$ cat src/rtl/bitmap_page_allocator_defines.svh
// Assertion helpers for the page allocator.
// Both forms check on the rising clock edge and are disabled while reset is asserted.
`ifndef BITMAP_PAGE_ALLOCATOR_DEFINES_SVH
`define BITMAP_PAGE_ALLOCATOR_DEFINES_SVH

`ifndef SYNTHESIS

`define BPA_ASSERT_SAME(label, clk, rst_n, ante, cons) \
	label: assert property (@(posedge clk) disable iff (!(rst_n)) (ante) |-> (cons)) \
		else $error("bitmap page allocator: same-cycle check failed");

`define BPA_ASSERT_NEXT(label, clk, rst_n, ante, cons) \
	label: assert property (@(posedge clk) disable iff (!(rst_n)) (ante) |=> (cons)) \
		else $error("bitmap page allocator: next-cycle check failed");

`else

`define BPA_ASSERT_SAME(label, clk, rst_n, ante, cons)
`define BPA_ASSERT_NEXT(label, clk, rst_n, ante, cons)

`endif

`endif

$ cat src/rtl/bpa_pkg.sv
package bpa_pkg;

	localparam int unsigned WORD_BITS = 32;
	localparam logic [WORD_BITS-1:0] FULL_WORD = 32'hFFFF_FFFF;

	// Request kinds.
	localparam logic KIND_ALLOC = 1'b0;
	localparam logic KIND_FREE  = 1'b1;

	typedef enum logic [2:0] {
		S_IDLE = 3'b001,
		S_SCAN = 3'b010,
		S_FREE = 3'b100
	} bpa_state_t;

	// Position of the lowest clear bit; the word must not be all ones.
	function automatic logic [4:0] lowest_clear(input logic [WORD_BITS-1:0] w);
		logic [4:0] res;
		res = 5'd0;
		for (int b = WORD_BITS - 1; b >= 0; b--) begin
			if (!w[b]) begin
				res = 5'(b);
			end
		end
		return res;
	endfunction

endpackage

$ cat src/rtl/bitmap_page_allocator.sv
// Bitmap first-fit page allocator. Each page has one used bit. The bits are packed into
// 32-bit words held in a memory with one write port and one registered read port.
// An allocate request scans the words upward from word 0, one word per cycle. It takes the
// lowest clear bit, sets it, and returns found = 1 with the page index (low 8 bits). When
// every page is taken it returns found = 0 and granted_page = 0. A free request clears the
// bit of page_index and returns nothing. An index at or above PAGE_COUNT is ignored.
// An allocate request holds in_ready low while it examines words, from 1 to
// (PAGE_COUNT+31)/32 of them. A free request holds in_ready low while it reads its word
// and writes it back. The one memory read port reads one word per cycle. A new request
// is taken while a result still waits in the output
// register. An allocate that finishes while that register is still full waits until the
// register is free. Reset clears a valid flag for each word; it does not sweep the memory.
// A word that has never been written reads as its reset value, which is zero, except that
// the tail bits at or above PAGE_COUNT in the last word are ones. So the block can take a
// request in the first cycle after reset.
module bitmap_page_allocator #(
	parameter int PAGE_COUNT = 256
) (
	input  logic       clk,
	input  logic       arst_n,
	input  logic       in_valid,
	output logic       in_ready,
	input  logic       kind,
	input  logic [7:0] page_index,
	output logic       out_valid,
	input  logic       out_ready,
	output logic       found,
	output logic [7:0] granted_page
);

`include "bitmap_page_allocator_defines.svh"

	localparam int WORD_COUNT = (PAGE_COUNT + 31) / 32;
	localparam int WAW = (WORD_COUNT > 1) ? $clog2(WORD_COUNT) : 1;
	localparam int TAIL = PAGE_COUNT % 32;
	localparam logic [31:0] TAIL_MASK = (TAIL == 0) ? 32'd0 : ~((32'd1 << TAIL) - 32'd1);
	localparam logic [WAW-1:0] LAST_WORD = WAW'(WORD_COUNT - 1);

	// Bitmap storage. vld_q marks words written since reset.
	logic [31:0]           mem [WORD_COUNT];
	logic [WORD_COUNT-1:0] vld_q;

	bpa_pkg::bpa_state_t state_q, state_d;
	logic [WAW-1:0] addr_q, addr_d;
	logic [WAW-1:0] rd_addr;
	logic [31:0]    rd_data_s1;
	logic           rd_vld_s1;

	// The free request keeps its bit position and range check while its word is read.
	logic [4:0] fbit_q;
	logic       frange_q;

	logic           mem_we;
	logic [WAW-1:0] mem_wa;
	logic [31:0]    mem_wd;

	logic [31:0]    word_eff;
	logic [4:0]     bit_sel;
	logic [31:0]    page_full;
	logic [31:0]    idx_word;
	logic [WAW-1:0] idx_waddr;
	logic           idx_in_range;
	logic           out_free;
	logic           load_out;
	logic           res_found;
	logic [7:0]     res_page;
	logic           accept;

	assign in_ready = (state_q == bpa_pkg::S_IDLE);
	assign accept   = in_valid && in_ready;
	assign out_free = !out_valid || out_ready;

	assign idx_word     = 32'(page_index) >> 5;
	assign idx_waddr    = idx_word[WAW-1:0];
	assign idx_in_range = (32'(page_index) < 32'(PAGE_COUNT));

	// A word that has never been written reads as its reset value.
	always_comb begin
		if (rd_vld_s1) begin
			word_eff = rd_data_s1;
		end else if (addr_q == LAST_WORD) begin
			word_eff = TAIL_MASK;
		end else begin
			word_eff = 32'd0;
		end
	end

	assign bit_sel   = bpa_pkg::lowest_clear(word_eff);
	assign page_full = 32'({addr_q, bit_sel});

	always_comb begin
		state_d   = state_q;
		addr_d    = addr_q;
		rd_addr   = addr_q;
		mem_we    = 1'b0;
		mem_wa    = addr_q;
		mem_wd    = word_eff;
		load_out  = 1'b0;
		res_found = 1'b0;
		res_page  = 8'd0;
		unique case (state_q)
			bpa_pkg::S_IDLE: begin
				if (accept) begin
					if (kind == bpa_pkg::KIND_FREE) begin
						rd_addr = idx_waddr;
						addr_d  = idx_waddr;
						state_d = bpa_pkg::S_FREE;
					end else begin
						rd_addr = '0;
						addr_d  = '0;
						state_d = bpa_pkg::S_SCAN;
					end
				end
			end
			bpa_pkg::S_FREE: begin
				mem_we  = frange_q;
				mem_wd  = word_eff & ~(32'd1 << fbit_q);
				state_d = bpa_pkg::S_IDLE;
			end
			bpa_pkg::S_SCAN: begin
				if (word_eff != bpa_pkg::FULL_WORD) begin
					if (out_free) begin
						mem_we    = 1'b1;
						mem_wd    = word_eff | (32'd1 << bit_sel);
						load_out  = 1'b1;
						res_found = 1'b1;
						res_page  = page_full[7:0];
						state_d   = bpa_pkg::S_IDLE;
					end
				end else if (addr_q == LAST_WORD) begin
					if (out_free) begin
						load_out = 1'b1;
						state_d  = bpa_pkg::S_IDLE;
					end
				end else begin
					// Word is full: read the next one.
					addr_d  = addr_q + WAW'(1);
					rd_addr = addr_d;
				end
			end
			default: begin
				state_d = bpa_pkg::S_IDLE;
			end
		endcase
	end

	// Memory: one write and one registered read each cycle. A read issued in the same cycle
	// as a write to its word is never used, so no forwarding is needed.
	always_ff @(posedge clk) begin
		if (mem_we) begin
			mem[mem_wa] <= mem_wd;
		end
		rd_data_s1 <= mem[rd_addr];
	end

	always_ff @(posedge clk or negedge arst_n) begin
		if (!arst_n) begin
			state_q   <= bpa_pkg::S_IDLE;
			addr_q    <= '0;
			vld_q     <= '0;
			rd_vld_s1 <= 1'b0;
			out_valid <= 1'b0;
		end else begin
			state_q   <= state_d;
			addr_q    <= addr_d;
			rd_vld_s1 <= vld_q[rd_addr];
			if (mem_we) begin
				vld_q[mem_wa] <= 1'b1;
			end
			if (load_out) begin
				out_valid <= 1'b1;
			end else if (out_ready) begin
				out_valid <= 1'b0;
			end
		end
	end

	always_ff @(posedge clk) begin
		if (accept) begin
			fbit_q   <= page_index[4:0];
			frange_q <= idx_in_range;
		end
		if (load_out) begin
			found        <= res_found;
			granted_page <= res_page;
		end
	end

	`BPA_ASSERT_NEXT(a_busy_after_accept, clk, arst_n, accept, !in_ready)
	`BPA_ASSERT_SAME(a_write_states, clk, arst_n, mem_we, state_q != bpa_pkg::S_IDLE)
	`BPA_ASSERT_NEXT(a_result_shown, clk, arst_n, load_out, out_valid && (found == $past(res_found)))
	`BPA_ASSERT_SAME(a_none_is_zero, clk, arst_n, out_valid && !found, granted_page == 8'd0)

endmodule

$ cat config.mk
export PLATFORM = sky130hd
export DESIGN_NAME = bitmap_page_allocator
export DESIGN_NICKNAME = d
export VERILOG_FILES = /design/src/rtl/bpa_pkg.sv /design/src/rtl/bitmap_page_allocator.sv
export VERILOG_INCLUDE_DIRS = /design/src /design/src/rtl
export SDC_FILE = /design/constraint.sdc
export NUM_CORES = 1
export LEC_CHECK = 0
export BUFFER_PORTS_ARGS = -buffer_cell sky130_fd_sc_hd__buf_2
export CAP_MARGIN = 10
export CORE_MARGIN = 4
export CORE_UTILIZATION = 38
export CTS_CLUSTER_DIAMETER = 50
export DETAILED_ROUTE_END_ITERATION = 10
export GPL_TIMING_DRIVEN = 0
export HOLD_SLACK_MARGIN = 0.06
export SETUP_SLACK_MARGIN = 0.1
export SYNTH_ARGS = -nofsm -noshare
export SYNTH_HDL_FRONTEND = slang
export SYNTH_SLANG_ARGS = --single-unit
export TNS_END_PERCENT = 50
$ cat constraint.sdc
create_clock -name clk -period 10.5 [get_ports clk]
set_input_delay 0.525 -clock clk [delete_from_list [all_inputs] [get_ports clk]]
set_output_delay 0.525 -clock clk [all_outputs]
set_load 0.05 [all_outputs]
# ---- Yosys cells after proc, flatten, opt, wreduce, memory -nomap -nowiden
# Memory sizes are Yosys's and may differ from the RTL's. A register that Yosys moved wholly into a read port is not among the register bits.
# Index checks and enable logic that the tools add are counted.
dict set report word_totals {
  register_bits 30
  ram_bits 256
  out_inout_bits 11
  elab_cells 94
  n_memories 1
}
dict set report classes {
  add_sub_neg 1
  n_lt_le_gt_ge 3
  n_eq_ne 7
  n_shift 2
  mux 61
  bitwise 4
  n_reduce_logical 7
}
# memory words word_bits read_ports rd_clocked_by_memory_dff wr line
set mem_list {}
lappend mem_list {mem 8 32 1 1 1 bitmap_page_allocator.sv:40} ;# logic [31:0] mem [WORD_COUNT];
# op n
set ops {}
lappend ops {{$mux W5} 32}
lappend ops {{$mux W32} 3}
lappend ops {{$pmux W32 S2} 1}
lappend ops {{$shl A1 B5 Y32 const A} 2}
lappend ops {{$and A32 B32 Y32} 1}
lappend ops {{$ne A32 B32 Y1 const B} 1}
lappend ops {{$not A32 Y32} 1}
lappend ops {{$or A32 B32 Y32} 1}
lappend ops {{$mux W3} 9}
lappend ops {{$pmux W3 S2} 2}
lappend ops {{$mux W1} 11}
lappend ops {{$lt A3 B4 Y1 const B} 2}
lappend ops {{$or A8 B8 Y8} 1}
lappend ops {{$eq A3 B3 Y1 const B} 2}
lappend ops {{$add A3 B1 Y3 const B} 1}
lappend ops {{$bmux W1 S3} 1}
lappend ops {{$demux W1 S3} 1}
lappend ops {{$eq A3 B1 Y1 const B} 1}
lappend ops {{$eq A3 B2 Y1 const B} 1}
lappend ops {{$ge A3 B1 Y1 const B} 1}
lappend ops {{$ne A3 B3 Y1 const B} 1}
lappend ops {{$reduce_and A3 Y1} 1}
lappend ops {{$logic_and A1 B1 Y1} 2}
lappend ops {{$ne A2 B1 Y1 const B} 1}
lappend ops {{other kinds (5)} 5}

# ---- Logic depth before layout (Yosys ltp)
# Gate-level depths: netlist (run 1).
dict set report logic_depth {
  word_depth 38
  mapped_depth 12
  depth_no_buf 9
}

# ---- Least setup slack after synthesis (run 1)
# Ideal clock, no wire load.
dict set report synth_timing {
  path_kind {reg-to-reg}
  from {register out_valid}
  to {memory mem[2][0], enable pin}
  setup_ps 462
  t_arrival_ps 3569
  required_time_ps 10038
  setup_slack_ps 6469
  path_stages_with_launch 7
  period_less_slack_ps 4031
  path_cell_list {dfrtp_1 -> nand2b_1 -> and2_1 -> nand2_1 -> inv_1 -> o21ai_0 -> nor3_1}
}
dict set report synth_via {
  elab_chain_cells 7
}
# item line
set synth_lines {}
lappend synth_lines {{start: declaration} bitmap_page_allocator.sv:25} ;# output logic out_valid,
lappend synth_lines {{start signal: assignment} bitmap_page_allocator.sv:162} ;# out_valid <= 1'b0;
lappend synth_lines {{start signal: assignment} bitmap_page_allocator.sv:171} ;# out_valid <= 1'b1;
lappend synth_lines {{start signal: assignment} bitmap_page_allocator.sv:173} ;# out_valid <= 1'b0;
lappend synth_lines {{$logic_not A1 Y1} bitmap_page_allocator.sv:71} ;# assign out_free = !out_valid || out_ready;
lappend synth_lines {{$logic_or A1 B1 Y1} bitmap_page_allocator.sv:71}
lappend synth_lines {{$mux W1} bitmap_page_allocator.sv:122} ;# if (out_free) begin
lappend synth_lines {{$mux W1} bitmap_page_allocator.sv:121} ;# if (word_eff != bpa_pkg::FULL_WORD) begin
lappend synth_lines {{$pmux W1 S2} bitmap_page_allocator.sv:101} ;# unique case (state_q)
lappend synth_lines {{$mux W1} bitmap_page_allocator.sv:150} ;# if (mem_we) begin
lappend synth_lines {{$mux W1 (implied by the code)} bitmap_page_allocator.sv:151} ;# mem[mem_wa] <= mem_wd;
lappend synth_lines {{end: declaration} bitmap_page_allocator.sv:40}
# No other way between the ends.

# ---- Final worst setup path (run 1)
dict set report layout_timing {
  from {register rd_vld_s1}
  to {register rd_data_s1[26], read port of mem}
}
dict set report layout_via {
  elab_chain_cells 4
}
# item line
set layout_lines {}
lappend layout_lines {{start: declaration} bitmap_page_allocator.sv:47} ;# logic rd_vld_s1;
lappend layout_lines {{start signal: assignment} bitmap_page_allocator.sv:166} ;# rd_vld_s1 <= vld_q[rd_addr];
lappend layout_lines {{$mux W32} bitmap_page_allocator.sv:79} ;# if (rd_vld_s1) begin
lappend layout_lines {{$ne A32 B32 Y1} bitmap_page_allocator.sv:121}
lappend layout_lines {{$mux W3} n/a}
lappend layout_lines {{$pmux W3 S2} n/a}
lappend layout_lines {{end: declaration} bitmap_page_allocator.sv:46} ;# logic [31:0] rd_data_s1;
# No other way between the ends.
# A chain may end at the register's enable or synchronous reset.

==> results.json, run 1 <==
{
  "antenna_cells": 0,
  "worstPathArrival_ps": 4380,
  "p_leak_nw": 5.26,
  "ir_drop_uv": 193,
  "cts_buffers": 37,
  "layout_commonest_cell": "edfxtp_1",
  "overflow": 0,
  "tightest_slew_ps": 1160,
  "grt_max_degree": 23,
  "dp_slack_ps": 6160,
  "tritoncts": "done",
  "finalCritPeriodShare": 0.375,
  "rsz0062_at_grt": "no",
  "post-route-util": 0.452,
  "multiInputGateArea_sq_um": 3580,
  "drtIter0Drc": 911,
  "grt_usage": 0.196,
  "clock-skew-final_ps": 13.7,
  "clkLatencyLatePin_ps": 520,
  "cp_top_family": "simple AND/OR/NAND/NOR gates",
  "slowest_delay_ps": 630,
  "cp_max_fo": 10,
  "hold_class": "in -> reg",
  "wl_per_cell_um": 23.1,
  "synthTopCellsByArea": "edfxtp_1, nand2_1, dfxtp_1",
  "fillers": 2992,
  "io_pins": 24,
  "cts_resized": 0,
  "synth_top_flop_cell": "edfxtp_1",
  "postSynthCellCount": 1027,
  "synth_edf_count": 270,
  "wirelength_mm": 36.5,
  "ant_nets": 0,
  "drive_above_1_share": 0.150,
  "use_met3": 0.0313,
  "dp_hpwl_mm": 24.5,
  "die_h_um": 193,
  "grt-busiest-layer": "met2",
  "antenna_found_initial": 0,
  "clk_pin_slew_ps": 60,
  "area.sequential_sq_um": 9150,
  "use_met2": 0.319,
  "cp_cell_sequence": "nand3_1 > or4_4 > nor4_1 > nor2_1 > a221oi_1 > buf_2 > clkbuf_1 > a31o_2",
  "avgSynthCellArea_sq_um": 12.7,
  "placed_area_sq_um": 13900,
  "htreeDepth": 2,
  "cts_root_buffer": "clkbuf_16",
  "async_flop_share": 0.0503,
  "core_area_sq_um": 33600,
  "synth_nets": 1041,
  "grt_pass1_wl_mm": 54.8,
  "drt-pass1-iter-count": 5,
  "cts.sinks": 318,
  "period_needed_ps": 3930,
  "crit_type": "reg -> reg",
  "critPathRequiredTime_ps": 10950,
  "drv_cap": 0,
  "slew_violations": 0,
  "grt_use_met1": 0.272,
  "power.density_nw_per_um2": 289,
  "die_area_sq_um": 37200,
  "worstPathBufferInverterCount": 2,
  "syn_area_sq_um": 13000,
  "finalSetupTns_ps": 0,
  "hold_slack_ps": 178,
  "final_cell_area_sq_um": 15200,
  "critical_path.startpoint_type": "flop",
  "gp_congestion": 0.954,
  "synth-seq-cells": 318,
  "die_x_um": 193,
  "yosysSeqAreaShare": 0.704,
  "r2r_slack_ps": 6570,
  "synth_cell_types": 53,
  "setup_violations": 0,
  "num_rows": 67,
  "synth_top_area_frac": 0.624,
  "cts.path.max_buffers": 3,
  "setup_ws_ps": 6570,
  "max_freq_mhz": 254,
  "area_growth_pct": 16.9,
  "slew-limit-headroom": 0.228,
  "nets": 1117,
  "synth_area_leader_cell": "edfxtp_1",
  "start_util": 0.387,
  "drc": 0,
  "ys_warn_count": 0,
  "io_buffers": 23,
  "vias": 8780,
  "status": "finished, final reports clean",
  "vias_per_cell": 5.56,
  "endpoint_kind": "flop",
  "most-common-layout-cells": "edfxtp_1, nand2_1, nand3_1",
  "finalHoldViolations": 0,
  "grt_pass1_vias": 8659,
  "crit_slowest_cell": "a221oi_1"
}
-- what timing repair did --
| action | in CTS | in global routing |
|---|---|---|
| hold endpoints to repair | 15 | 0 |
| buffers inserted | 0 | 0 |
| hold buffers | 1 | 0 |
-- per-layer routing --
layer / routed length [um] / up-vias
met3: 2240 / 76
met5: 0 / -
met2: 17200 / 293
met1: 16000 / 4364
met4: 1090 / 0
li1: - / 4047
-- kinds of logic after synthesis --
| group | synth area share |
|---|---|
| AO/OA/AOI/OAI | 0.108 |
| adder cells (fa/ha/maj) | 0.000962 |
| buffers and inverters | 0.0251 |
| flip-flops | 0.704 |
| multiplexers | 0.000770 |
| AND/OR/NAND/NOR | 0.161 |
-- area by class of cell --
cell class,count,area share
sequential,318,0.602
clock inverter,17,0.0115
tap,448,0.0369
timing repair buffer,37,0.0228
clock buffer,50,0.0689
inverter,13,0.00354
multi-input combinational,636,0.236
buffer,60,0.0180
-- worst paths after layout --
kind / start / end / depth (start not counted)
max in group asynchronous: arst_n / state_q[0] / 2
min in group asynchronous: arst_n / vld_q[1] / 2
min reg2reg: vld_q[7] / vld_q[7] / 1
max reg2reg: rd_vld_s1 / rd_data_s1[26] / 8
min: in_valid / state_q[0] / 2
max: rd_vld_s1 / rd_data_s1[26] / 8
-- sequential cells by signal, indices dropped and copies added (netlist names) --
| register | count |
|---|---|
| rd_vld_s1 | 1 |
| found | 1 |
| mem | 256 |
| granted_page | 8 |
| out_valid | 1 |
| addr_q | 3 |
| state_q | 3 |
| rd_data_s1 | 32 |
| vld_q | 8 |
| fbit_q | 5 |
-- report_power, final --
| part | switching (mW) | internal [mW] | total (mW) |
|---|---|---|---|
| registers | 0.136 | 1.67 | 1.81 |
| logic | 0.911 | 0.406 | 1.32 |
| clock network | 0.496 | 0.777 | 1.27 |
| total | 1.54 | 2.85 | 4.40 |
-- through the flow --
stage               power [mW]  instances
floorplan                 2.61       1027
global placement          3.10       1498
detailed placement        3.13       1510
CTS                       4.40       1578
global route              4.62       1579
finish                    4.40       1579
-- cells in the mapped netlist, types with 12 or more instances --
cell type / instances
a211oi_1: 34
a21oi_1: 14
a311oi_1: 34
a31o_2: 33
a32o_1: 12
and3_1: 40
buf_2: 20
clkbuf_1: 33
dfrtp_1: 15
dfxtp_1: 32
edfxtp_1: 270
nand2_1: 242
nand3_1: 86
nor2_1: 18
o211ai_1: 12
o21ai_0: 17
Note: power is estimated with default switching activity, not from simulation.
==> run 2, diff against run 1 <==
--- a/config.mk
+++ b/config.mk
@@ -6,6 +6,7 @@
 export SDC_FILE = /design/constraint.sdc
 export NUM_CORES = 1
 export LEC_CHECK = 0
+export ABC_AREA = 1
 export BUFFER_PORTS_ARGS = -buffer_cell sky130_fd_sc_hd__buf_2
 export CAP_MARGIN = 10
 export CORE_MARGIN = 4
==> constraint.sdc (replaced) <==
create_clock -name clk -period 3.4 [get_ports clk]
set_input_delay 0.17 -clock clk [delete_from_list [all_inputs] [get_ports clk]]
set_output_delay 0.17 -clock clk [all_outputs]
set_load 0.05 [all_outputs]
==> results.json, run 2 <==
{
  "drv_cap": 0,
  "p_clk_frac": 0.245,
  "synth-simple-area-share": 0.123,
  "max_freq_mhz": 309,
  "drt-pass1-iter-count": 5,
  "grt_usage": 0.186,
  "cp_max_fo": 10,
  "area.sequential_sq_um": 9150,
  "top_regs": "mem x256, rd_data_s1 x32",
  "synth_area_leader_cell": "edfxtp_1",
  "clkLatencyLatePin_ps": 510,
  "synthMuxAreaShare": 0,
  "grt_max_degree": 21,
  "power.share.sequential": 0.362,
  "die_area_sq_um": 37100,
  "grt_pass1_wl_mm": 52.7,
  "synth_top_family_by_area": "compound AO/OA/AOI/OAI gates",
  "synth_top_flop_cell": "edfxtp_1",
  "num_rows": 67,
  "multiInputGateArea_sq_um": 3840,
  "finalCritPeriodShare": 0.952,
  "yosysMostFrequentCell": "edfxtp_1",
  "sw_frac_of_total": 0.379,
  "cts_root_buffer": "clkbuf_16",
  "grt_pass1_vias": 8808,
  "critical_path.startpoint_type": "flop",
  "start_util": 0.386,
  "hold_class": "in -> async",
  "finalSetupTns_ps": 0,
  "yosysSeqAreaShare": 0.706,
  "synthTopCellsByArea": "edfxtp_1, nor2_1, o21ai_0",
  "die_x_um": 193,
  "synth-seq-cells": 318,
  "synth_edf_count": 270,
  "avgSynthCellArea_sq_um": 11.6,
  "tightest_slew_ps": 1230,
  "syn_area_sq_um": 13000,
  "worstPathArrival_ps": 3380,
  "synth_cell_types": 34,
  "cpMostUsedCell": "nand2_1",
  "drive_above_1_share": 0.196,
  "power.switching_mw": 5.78,
  "p_int_mw": 9.47,
  "most-common-layout-cells": "edfxtp_1, nor2_1, o21ai_0",
  "synth_nets": 1133,
  "clock-skew-final_ps": 14.0,
  "synthTopCellsByCount": "edfxtp_1, nor2_1, o21ai_0, nand2_1, inv_1",
  "io_buffers": 23,
  "worstPathBufferInverterCount": 3,
  "critPathRequiredTime_ps": 3550,
  "antenna_cells": 0,
  "htreeDepth": 2,
  "cts.sinks": 318,
  "wirelength_mm": 34.9,
  "postSynthCellCount": 1119,
  "ys_warn_count": 0,
  "cp_top_family": "buffers and inverters",
  "pwr-share-comb": 0.393,
  "crit_slowest_cell": "clkbuf_1",
  "rsz0062_at_grt": "yes",
  "synth_fa_ha_area_frac": 0.000965,
  "total_power_mw": 15.2,
  "fillers": 2938,
  "top_register": "mem",
  "drc": 0,
  "nets": 1229,
  "hold_slack_ps": 110,
  "cp_cell_sequence": "buf_8 > nand2_1 > nor2_2 > nand2_1 > nor2_4 > nand2_2 > buf_4 > nand2_1 > clkbuf_1 > o22ai_2",
  "clk_pin_slew_ps": 60,
  "ir_drop_uv": 347,
  "layout_commonest_cell": "edfxtp_1",
  "slew-limit-headroom": 0.182,
  "status": "finished, final reports clean",
  "overflow": 0,
  "synth_compound_area_frac": 0.131,
  "cts_buffers": 35,
  "cts.path.max_buffers": 3,
  "slew_violations": 0,
  "power.density_nw_per_um2": 954,
  "vias": 9039,
  "tritoncts": "done",
  "wl_per_cell_um": 20.7,
  "gp_congestion": 0.967,
  "drtIter0Drc": 751,
  "largest_register_ffs": 256,
  "crit_type": "reg -> reg",
  "vias_per_cell": 5.35,
  "slowest_delay_ps": 920,
  "dp_hpwl_mm": 24.6,
  "endpoint_kind": "flop",
  "io_pins": 24,
  "ant_nets": 0,
  "core_area_sq_um": 33600,
  "synth_top_area_frac": 0.625,
  "async_flop_share": 0.0503,
  "finalHoldViolations": 0,
  "antenna_found_initial": 0,
  "area_growth_pct": 23.2,
  "setup_violations": 0,
  "period_needed_ps": 3240,
  "die_h_um": 193,
  "yosys.area_share.xor_xnor": 0,
  "p_leak_nw": 5.59
}
run 2: cell type report:
cell class                 count  share of cell area
multi-input combinational    684               0.240
buffer                        62              0.0259
timing repair buffer          59              0.0414
inverter                      55              0.0129
clock buffer                  51              0.0631
sequential                   318               0.573
tap                          448              0.0351
clock inverter                11             0.00853
run 2: power by group through the flow:
stage          clock network (mW)  logic, mW  registers (mW)
6_report                     3.74       5.99            5.52
5_1_grt                      3.97       6.59            5.55
4_1_cts                      3.82       5.39            5.50
3_5_place_dp                    0       5.16            5.57
3_3_place_gp                    0       5.03            5.57
2_1_floorplan                   0       3.32            5.50
run 2: path summary, 6_finish.rpt:
path                               start         end  slack (ps)  cells past startpoint
max                            rd_vld_s1   mem[2][8]         160                     10
min                               arst_n   out_valid         110                      2
max reg2reg                    rd_vld_s1   mem[2][8]         160                     10
min reg2reg                     vld_q[0]    vld_q[0]         470                      2
max in group asynchronous         arst_n  state_q[0]        2980                      2
min in group clk           page_index[6]   addr_q[1]         340                      5
run 2: repair_timing:
item	4_1_cts	5_1_grt
resized for setup	52	149
hold endpoints to repair	25	0
setup endpoints to repair	488	358
hold buffers	10	0
buffers inserted	8	9
gates cloned	0	1
pin swaps	5	21
run 2: logic make-up (layout without fill, tap and decap cells):
logic type      Yosys count  count (layout)
simple gates            391             391
flops                   318             318
buf+inv                 117             238
compound gates          292             292
fa+ha+maj                 1               1
run 2: per-stage QoR:
step / cell area, sq um / util / instances / setup WS [ps]
after floorplan: 13000 / - / 1119 / -19.5
after global placement: 13600 / 0.406 / 1590 / -1950
after detailed placement: 13900 / 0.414 / 1598 / -415
after CTS: 15400 / 0.459 / 1678 / 23.0
after global routing: 16000 / 0.475 / 1688 / -9.90
final: 16000 / 0.475 / 1688 / 163
run 2: routing by layer:
layer / up-vias / track usage / share of wire
met5: - / 0 / 0
li1: 4209 / - / -
met3: 61 / 0.0304 / 0.055
met1: 4489 / 0.266 / 0.46
met4: 0 / 0.0505 / 0.023
met2: 280 / 0.297 / 0.47
==> run 3, diff against run 2 <==
--- a/config.mk
+++ b/config.mk
@@ -15,6 +15,7 @@
 export DETAILED_ROUTE_END_ITERATION = 10
 export GPL_TIMING_DRIVEN = 0
 export HOLD_SLACK_MARGIN = 0.06
+export PLACE_DENSITY = 0.61
 export SETUP_SLACK_MARGIN = 0.1
 export SYNTH_ARGS = -nofsm -noshare
 export SYNTH_HDL_FRONTEND = slang
==> results.json, run 3 (synthesized netlist as in run 2, its figures left out) <==
{
  "area_growth_pct": 21.5,
  "cts_root_buffer": "clkbuf_16",
  "cts.path.max_buffers": 3,
  "total_power_mw": 15.2,
  "clk_pin_slew_ps": 60,
  "grt_max_degree": 21,
  "max_freq_mhz": 312,
  "finalHoldViolations": 0,
  "wirelength_mm": 34.3,
  "clkLatencyLatePin_ps": 510,
  "hold_slack_ps": 119,
  "most-common-layout-cells": "edfxtp_1, nor2_1, o21ai_0",
  "finalCritPeriodShare": 0.944,
  "pwr-share-comb": 0.386,
  "critical_path.startpoint_type": "flop",
  "grt_pass1_vias": 8694,
  "grt_usage": 0.183,
  "power.density_nw_per_um2": 963,
  "vias": 8912,
  "drc": 0,
  "sw_frac_of_total": 0.382,
  "fillers": 3020,
  "status": "finished, final reports clean",
  "drt-pass1-iter-count": 5,
  "die_area_sq_um": 37100,
  "drive_above_1_share": 0.183,
  "p_int_mw": 9.38,
  "cp_max_fo": 10,
  "ir_drop_uv": 428,
  "crit_type": "reg -> reg",
  "dp_hpwl_mm": 24.3,
  "grt_pass1_wl_mm": 51.9,
  "top_register": "mem",
  "overflow": 0,
  "die_h_um": 193,
  "period_needed_ps": 3210,
  "gp_congestion": 1.02,
  "critPathRequiredTime_ps": 3820,
  "largest_register_ffs": 256,
  "worstPathArrival_ps": 3630,
  "ant_nets": 0,
  "endpoint_kind": "flop",
  "antenna_found_initial": 1,
  "r2r_slack_ps": 190,
  "wl_per_cell_um": 20.5,
  "p_leak_nw": 5.52,
  "post-route-util": 0.469,
  "io_buffers": 23,
  "start_util": 0.386,
  "cts_buffers": 36,
  "power.share.sequential": 0.362,
  "tightest_slew_ps": 1270,
  "slew_violations": 0,
  "drv_cap": 0,
  "cts.sinks": 318,
  "final_cell_area_sq_um": 15800,
  "p_clk_frac": 0.251,
  "placed_area_sq_um": 13900,
  "rsz0062_at_grt": "yes",
  "power.switching_mw": 5.80,
  "stdcell_count": 1678,
  "die_x_um": 193,
  "area.sequential_sq_um": 9150,
  "core_area_sq_um": 33600,
  "drtIter0Drc": 851,
  "dp_cells": 1598,
  "vias_per_cell": 5.31,
  "io_pins": 24,
  "antenna_cells": 0,
  "layout_commonest_cell": "edfxtp_1",
  "clock-skew-final_ps": 12.5,
  "tritoncts": "done",
  "setup_violations": 0,
  "hold_class": "in -> async",
  "slew-limit-headroom": 0.152,
  "nets": 1218,
  "top_regs": "mem x256, rd_data_s1 x32",
  "htreeDepth": 2,
  "num_rows": 67,
  "multiInputGateArea_sq_um": 3770
}
-- run 3: cell count changes in the layout (fill, tap and decap cells not counted), sizes merged --
cell / before / now
clkinv: 7 / 13
buf: 77 / 60
clkinvlp: 0 / 1
inv: 56 / 58
clkbuf: 85 / 83
-- run 3: through the flow --
stage / worst slack (ps) / TNS [ps]
finish: 192 / 0
global route: 0.0635 / 0
CTS: 104 / 0
detailed placement: -407 / -32140
global placement: -1820 / -414150
floorplan: -19.5 / -2050
-- run 3: timing repair --
action / in CTS / in global routing
buffers inserted: 4 / 2
setup endpoints to repair: 382 / 358
hold buffers: 10 / 0
gates resized for setup: 47 / 124
pin swaps: 0 / 12
hold endpoints to repair: 25 / 0
-- run 3: final timing paths --
check | endpoint | cells after the start | startpoint
max | rd_data_s1[30] | 19 | rd_vld_s1
max reg2reg | rd_data_s1[30] | 19 | rd_vld_s1
min reg2reg | vld_q[3] | 1 | vld_q[3]
min | addr_q[1] | 2 | arst_n
min in group clk | addr_q[1] | 5 | page_index[6]
max in group asynchronous | state_q[0] | 2 | arst_n
-- run 3: area by class of cell --
class                      instances  share of cell area
inverter                          55              0.0131
clock inverter                    20              0.0131
tap                              448              0.0356
timing repair buffer              47              0.0305
buffer                            62              0.0260
clock buffer                      44              0.0617
multi-input combinational        684               0.239
sequential                       318               0.581
-- run 3: worst max-delay path: stages, from the launching register on --
cell and delay [ps]:
dfrtp_2 460, buf_6 190, nand2_1 140, nor2_2 170, nand2_1 80, nor2_1 120, nand2_1 150, nor2_4 160
nand2_2 110, nand2_1 90, nand3_1 100, o211ai_2 120, nand2_4 180, inv_2 150, buf_8 190, buf_6 190
o21ai_1 70, o22ai_1 160, nor2_1 60, a31oi_1 210
-- run 3: layer usage --
layer / track usage / part of all wire
met1: 0.265 / 0.46
met2: 0.293 / 0.47
met3: 0.0289 / 0.054
met5: 0 / 0.00093
met4: 0.0420 / 0.016
-- run 3: power by group through the flow --
stage	combinational (mW)	sequential, mW	clock [mW]
floorplan	3.32	5.50	0
global placement	5.03	5.57	0
detailed placement	5.18	5.57	0
CTS	5.40	5.49	3.87
global route	6.48	5.53	4.04
finish	5.86	5.50	3.81
